[src/hdl/lgs_pkg.sv]
package lgs_pkg;

    localparam int MAX_WIDTH  = 64;
    localparam int MAX_HEIGHT = 64;

    // row address into the cell store, and a row count that can hold the height itself
    localparam int ROW_AW = $clog2(MAX_HEIGHT);
    localparam int ROW_CW = $clog2(MAX_HEIGHT + 1);

    // fixed field and register widths
    localparam int CFG_W   = 7;
    localparam int COL_W   = 6;
    localparam int ROWF_W  = 6;
    localparam int ACT_W   = 2;
    localparam int S_DATA_W = 16;
    localparam int M_DATA_W = 8;
    localparam int PADDR_W = 3;
    localparam int PDATA_W = 32;

    typedef logic [MAX_WIDTH-1:0] row_t;

    typedef enum logic [ACT_W-1:0] {
        ACT_WRITE  = 2'd0,
        ACT_READ   = 2'd1,
        ACT_STEP   = 2'd2,
        ACT_UNUSED = 2'd3
    } action_t;

    // register index taken from paddr[2]
    localparam logic REG_GRID_WIDTH  = 1'b0;
    localparam logic REG_GRID_HEIGHT = 1'b1;

    typedef enum logic [5:0] {
        ST_IDLE = 6'b000001,
        ST_ACC  = 6'b000010,
        ST_ACC2 = 6'b000100,
        ST_FILL = 6'b001000,
        ST_RUN  = 6'b010000,
        ST_DONE = 6'b100000
    } state_t;

endpackage

[src/hdl/lgs_row_unit.sv]
module lgs_row_unit
    import lgs_pkg::*;
(
    input  row_t above,     // masked: dead outside the grid
    input  row_t mid,       // masked
    input  row_t below,     // masked
    input  row_t mid_raw,   // stored row, keeps columns beyond the grid
    input  row_t col_mask,
    output row_t new_row
);

    row_t       gen;
    logic [3:0] cnt [MAX_WIDTH];
    logic       a_l, a_r, m_l, m_r, b_l, b_r;

    always_comb
    begin
        for (int i = 0; i < MAX_WIDTH; i++)
        begin
            a_l = (i > 0) ? above[(i > 0) ? i - 1 : 0] : 1'b0;
            m_l = (i > 0) ? mid[(i > 0) ? i - 1 : 0] : 1'b0;
            b_l = (i > 0) ? below[(i > 0) ? i - 1 : 0] : 1'b0;
            a_r = (i < MAX_WIDTH - 1) ? above[(i < MAX_WIDTH - 1) ? i + 1 : i] : 1'b0;
            m_r = (i < MAX_WIDTH - 1) ? mid[(i < MAX_WIDTH - 1) ? i + 1 : i] : 1'b0;
            b_r = (i < MAX_WIDTH - 1) ? below[(i < MAX_WIDTH - 1) ? i + 1 : i] : 1'b0;
            cnt[i] = {3'b000, a_l} + {3'b000, above[i]} + {3'b000, a_r}
                   + {3'b000, m_l} + {3'b000, m_r}
                   + {3'b000, b_l} + {3'b000, below[i]} + {3'b000, b_r};
            // B3/S23
            gen[i] = (cnt[i] == 4'd3) || (mid[i] && (cnt[i] == 4'd2));
        end
    end

    assign new_row = (gen & col_mask) | (mid_raw & ~col_mask);

endmodule

[config.mk]
export PLATFORM = sky130hd
export DESIGN_NAME = lgs_row_unit
export DESIGN_NICKNAME = d
export VERILOG_FILES = /design/src/hdl/lgs_pkg.sv /design/src/hdl/lgs_row_unit.sv
export SDC_FILE = /design/constraint.sdc
export NUM_CORES = 1
export LEC_CHECK = 0
export BUFFER_PORTS_ARGS = -buffer_cell sky130_fd_sc_hd__buf_2
export CORE_UTILIZATION = 54
export DETAILED_ROUTE_END_ITERATION = 8
export GPL_ROUTABILITY_DRIVEN = 1
export GPL_TIMING_DRIVEN = 0
export PLACE_DENSITY = 0.85
export SLEW_MARGIN = 10
export SYNTH_ARGS = -nofsm -noshare
export SYNTH_HDL_FRONTEND = slang
export SYNTH_SLANG_ARGS = --single-unit
[constraint.sdc]
create_clock -name vclk -period 5.99
set_input_delay 1.198 -clock vclk [all_inputs]
set_output_delay 1.198 -clock vclk [all_outputs]
set_load 0.02 [all_outputs]
==> flow_summary.ini, run 1 <==
[global_route]
grt_remaining_overflow = 0
grt_pass1_vias = 10900
grt_usage = 0.2514
grt_max_degree = 4
gr-usage-met3 = 0.02963
grt.met2_usage = 0.4651
use_met1 = 0.2958
grt_pass1_wl_um = 45600
grt_busiest_layer = met2
antenna_found_initial = 7

[critical_path]
cp-start-kind = input pin
worstPathMaxFanout = 2
crit_arrival_ps = 4300
critPathKind = in -> out
cp-end-kind = output pin
cp.required_ps = 4790

[power_and_ir_drop]
vdd_drop_max_mv = 0.08859
p_per_area_mw_per_mm2 = 159.5
p_clk_frac = 0
intPower_uw = 972.8
p_comb_frac = 1.000
switching_share = 0.5566
p_leak_uw = 0.008257
power_frac_seq = 0
power_uw = 2194
switching_power_uw = 1221

[floorplan]
die_h_um = 147.9
row_count = 52
start_util = 0.5588
core_mm2 = 0.02056
io_pins = 384
die_w_um = 147.9
fp.dieArea_mm2 = 0.02186

[placement]
dpl.hpwl_um = 25470
port_buffers = 384
place_congestion = 0.9399

[timing]
fin_tns_setup_ps = 0
fmax_ghz = 0.1818
hold_viol_final = 0
setup_violations = 0
slew_viol_final = 0
period_share = 0.9185
rsz0062_at_grt = no
slew_headroom = 0.7841
fin_crit_ps = 5502
tightest_slew_ps = 323.8

[synth]
yosysTopAreaCell = fa_1
syn_area_mm2 = 0.01149
netlist_instances = 1333
synth_cell_types = 16
syn_nets = 2093
synth_top_area_frac = 0.4391
synth.area.top_cells = fa_1 44%, ha_1 20%, inv_1 17%
yosys_warnings = 0
syn_avg_cell_area_um2 = 8.619
ys_seq_area_frac = 0

[cells_and_area]
nFillCells = 1628
drive_gt1_frac = 0.2248
multi_input_area_mm2 = 0.009507
area_growth_pct = 19.76
seq_cells = 0
clock_buffers = 0
final_nets = 2479
regArea_um2 = 0

[routing]
route.detailed.drc = 0
via_count = 9960
drtAntennaViolNets = 0
detail_route.wl_per_cell_um = 13.18
drtPass1Iterations = 4
routed_wl_um = 26250
drt_iter0_drc = 193
vias_per_cell = 5.003

[clock_tree]
cts_hold_buf = 0
cts_resized = 0
cts_setup_buffers = 0

[outcome]
status = completed

[flow_run]
drv_cap = 0

[worst_hold_path]
hold_class = in -> out
layout make-up:
type	instances	area share
multi-input cells	805	0.6910
well taps	270	0.02455
inverters	528	0.1441
diodes	4	0.0007275
repair buffers	384	0.1397
metrics by stage:
stage / worst slack, ps / hold WS [ps] / std cells / util / cell area [um^2]
finish: 488.0 / 2694 / 1991 / 0.6692 / 13760
global route: 356.4 / 2704 / 1991 / 0.6692 / 13760
CTS: 457.8 / 2695 / 1987 / 0.6687 / 13750
detailed placement: 458.4 / 2694 / 1987 / 0.6687 / 13750
global placement: 492.1 / 2685 / 1987 / 0.6687 / 13750
floorplan: 813.3 / 2531 / 1333 / - / 11490
worst paths after layout:
check / start / end / depth (start not counted)
worst max-delay path: above[32] / new_row[33] / 12
worst min-delay path: col_mask[3] / new_row[3] / 3
cells in the mapped netlist (all sizes together):
library cell  instances
a21oi               102
a31oi                10
nor2                 52
a211oi                1
o211ai               61
o22ai                61
and2                 51
a21o                 10
inv                 528
nand2                11
o41ai                 1
o21ai                 2
ha                  188
o2111ai               2
fa                  252
mux2i                 1
cells by family (layout without fill, tap and decap cells):
logic type	Yosys count	after routing	synth area share
buffers and inverters	528	912	0.1725
other	0	4	0
and+or+nand+nor	114	114	0.04836
muxes	1	1	0.0008713
AOI/OAI and AO/OA	250	250	0.1344
adders and majority gates	440	440	0.6439
placed cells by master, fill, tap and decap left out:
cell type	instances
buf_2	384
nand2_1	11
mux2i_1	1
ha_1	188
fa_1	252
and2_1	51
a21oi_1	102
o21ai_0	2
a211oi_2	1
nor2_1	52
a31oi_1	10
inv_1	528
o211ai_1	61
diode_2	4
o2111ai_1	2
o22ai_1	61
o41ai_2	1
a21o_1	10
power groups by stage:
stage	Clock (uW)	Combinational, uW	Sequential (uW)
floorplan	0	1560	0
finish	0.0000894	2190	0
detailed placement	0	2190	0
CTS	0	2210	0
global placement	0	2060	0
global route	0.0000893	2570	0
worst max-delay path, stage by stage:
cell      delay, ps
buf_2            90
inv_1            80
fa_1            550
fa_1            430
fa_1            490
inv_1            40
ha_1            190
fa_1            480
o211ai_1         80
a21o_1          160
o22ai_1         270
buf_2           230
metal layers:
layer,vias up,routed length (um)
met4,6,1131
li1,4837,-
met5,-,35
met2,332,13240
met3,86,1477
met1,4699,10360
Power figures use the tool's default switching activity.
==> run 2: changes to the inputs <==
- PLACE_DENSITY: 0.85 -> not set
- PLACE_DENSITY_LB_ADDON: not set -> 0.12
- REMOVE_ABC_BUFFERS: not set -> 1
==> run 2 against run 1 <==
Compared with the run above: core utilization is essentially flat; clock-buffer cell count did not move; cell count is 0.20% higher; setup slack improved by 53 ps; critical endpoint is now new_row[12]; largest cell class unchanged; highest routed layer unchanged.
==> flow_summary.ini, run 2 (synthesized netlist as in run 1, its figures left out) <==
[cells_and_area]
stdcell_area_mm2 = 0.01377
instances_no_fill = 1995
layout_commonest_cell = inv_1
clock_buffers = 0
seq_cells = 0
drive_gt1_frac = 0.2248
regArea_um2 = 0
utilization = 0.6697
area_growth_pct = 19.84
final_nets = 2479
final_cell_mix = 528 x inv_1, 384 x buf_2, 252 x fa_1

[timing]
hold_viol_final = 0
slew_viol_final = 0
fin_crit_ps = 5449
period_share = 0.9097
fmax_ghz = 0.1835
rsz0062_at_grt = no
fin_tns_setup_ps = 0
tightest_slew_ps = 256.2
setup_violations = 0
slew_headroom = 0.8292

[global_route]
grt_remaining_overflow = 0
grt_max_degree = 4
grt_usage = 0.2458
antenna_found_initial = 10
grt_pass1_vias = 10260
grt_pass1_wl_um = 43880

[power_and_ir_drop]
switching_power_uw = 1192
p_per_area_mw_per_mm2 = 156.3
power_frac_seq = 0
p_leak_uw = 0.008257
switching_share = 0.5539
p_clk_frac = 0
p_comb_frac = 1.000
vdd_drop_max_mv = 0.09039
intPower_uw = 960.2

[routing]
drt_iter0_drc = 183
via_count = 9623
detail_route.wl_per_cell_um = 12.84
drtAntennaViolNets = 0
vias_per_cell = 4.824
route.detailed.drc = 0
routed_wl_um = 25620
drtPass1Iterations = 4

[placement]
dpl.cell_count = 1987
port_buffers = 384
place_congestion = 0.8626
dpl.hpwl_um = 24880
placed_cell_area_mm2 = 0.01375

[critical_path]
worstPathMaxFanout = 2
critPathKind = in -> out
crit_arrival_ps = 4250
cp-start-kind = input pin
cp-end-kind = output pin
cp.required_ps = 4790

[floorplan]
io_pins = 384
die_w_um = 147.9
row_count = 52
die_h_um = 147.9
start_util = 0.5588
fp.dieArea_mm2 = 0.02186
core_mm2 = 0.02056

[clock_tree]
cts_resized = 0
cts_hold_buf = 0
cts_setup_buffers = 0

[worst_hold_path]
hold_class = in -> out

[flow_run]
drv_cap = 0

[outcome]
status = completed
[run 2: cell types whose count changed in the layout (fill, tap and decap cells not counted), sizes merged]
cell / previous run / this run
diode: 4 / 8
[run 2: area by class of cell]
| type | count | area [um^2] |
|---|---|---|
| repair buffers | 384 | 1922 |
| well taps | 270 | 337.8 |
| fillers | 1789 | 6792 |
| inverters | 528 | 1982 |
| diodes | 8 | 20.02 |
| multi-input cells | 805 | 9507 |
[run 2: worst max-delay path: stages]
cell,delay (ps)
buf_2,100
inv_1,70
fa_1,550
fa_1,430
fa_1,500
inv_1,50
ha_1,200
fa_1,500
o211ai_1,80
a21o_1,160
o22ai_1,210
buf_2,210
[run 2: path summary, 6_finish.rpt]
kind	start	endpoint	cells past startpoint
setup / recovery	above[11]	new_row[12]	12
hold / removal	col_mask[41]	new_row[41]	3
[run 2: power groups by stage]
stage | sequential (uW) | combinational [uW] | clock, uW
floorplan | 0 | 1560 | 0
global route | 0 | 2540 | 0.000134
global placement | 0 | 2070 | 0
detailed placement | 0 | 2160 | 0
finish | 0 | 2150 | 0.000179
CTS | 0 | 2180 | 0
[run 2: through the flow]
| stage | setup WS, ps | power [uW] | hold WS, ps |
|---|---|---|---|
| 3_3_place_gp | 530.4 | 2074 | 2691 |
| 5_1_grt | 430.2 | 2538 | 2702 |
| 4_1_cts | 521.4 | 2180 | 2695 |
| 6_report | 540.7 | 2152 | 2694 |
| 3_5_place_dp | 552.2 | 2159 | 2690 |
| 2_1_floorplan | 813.3 | 1563 | 2531 |
[run 2: routing by layer]
layer  wire (um)  up-vias  track usage
li1            -     4849            -
met1       10310     4458       0.3002
met2       12920      274       0.4542
met3        1772       40      0.03858
met4         595        2      0.05361
met5          13        -            0
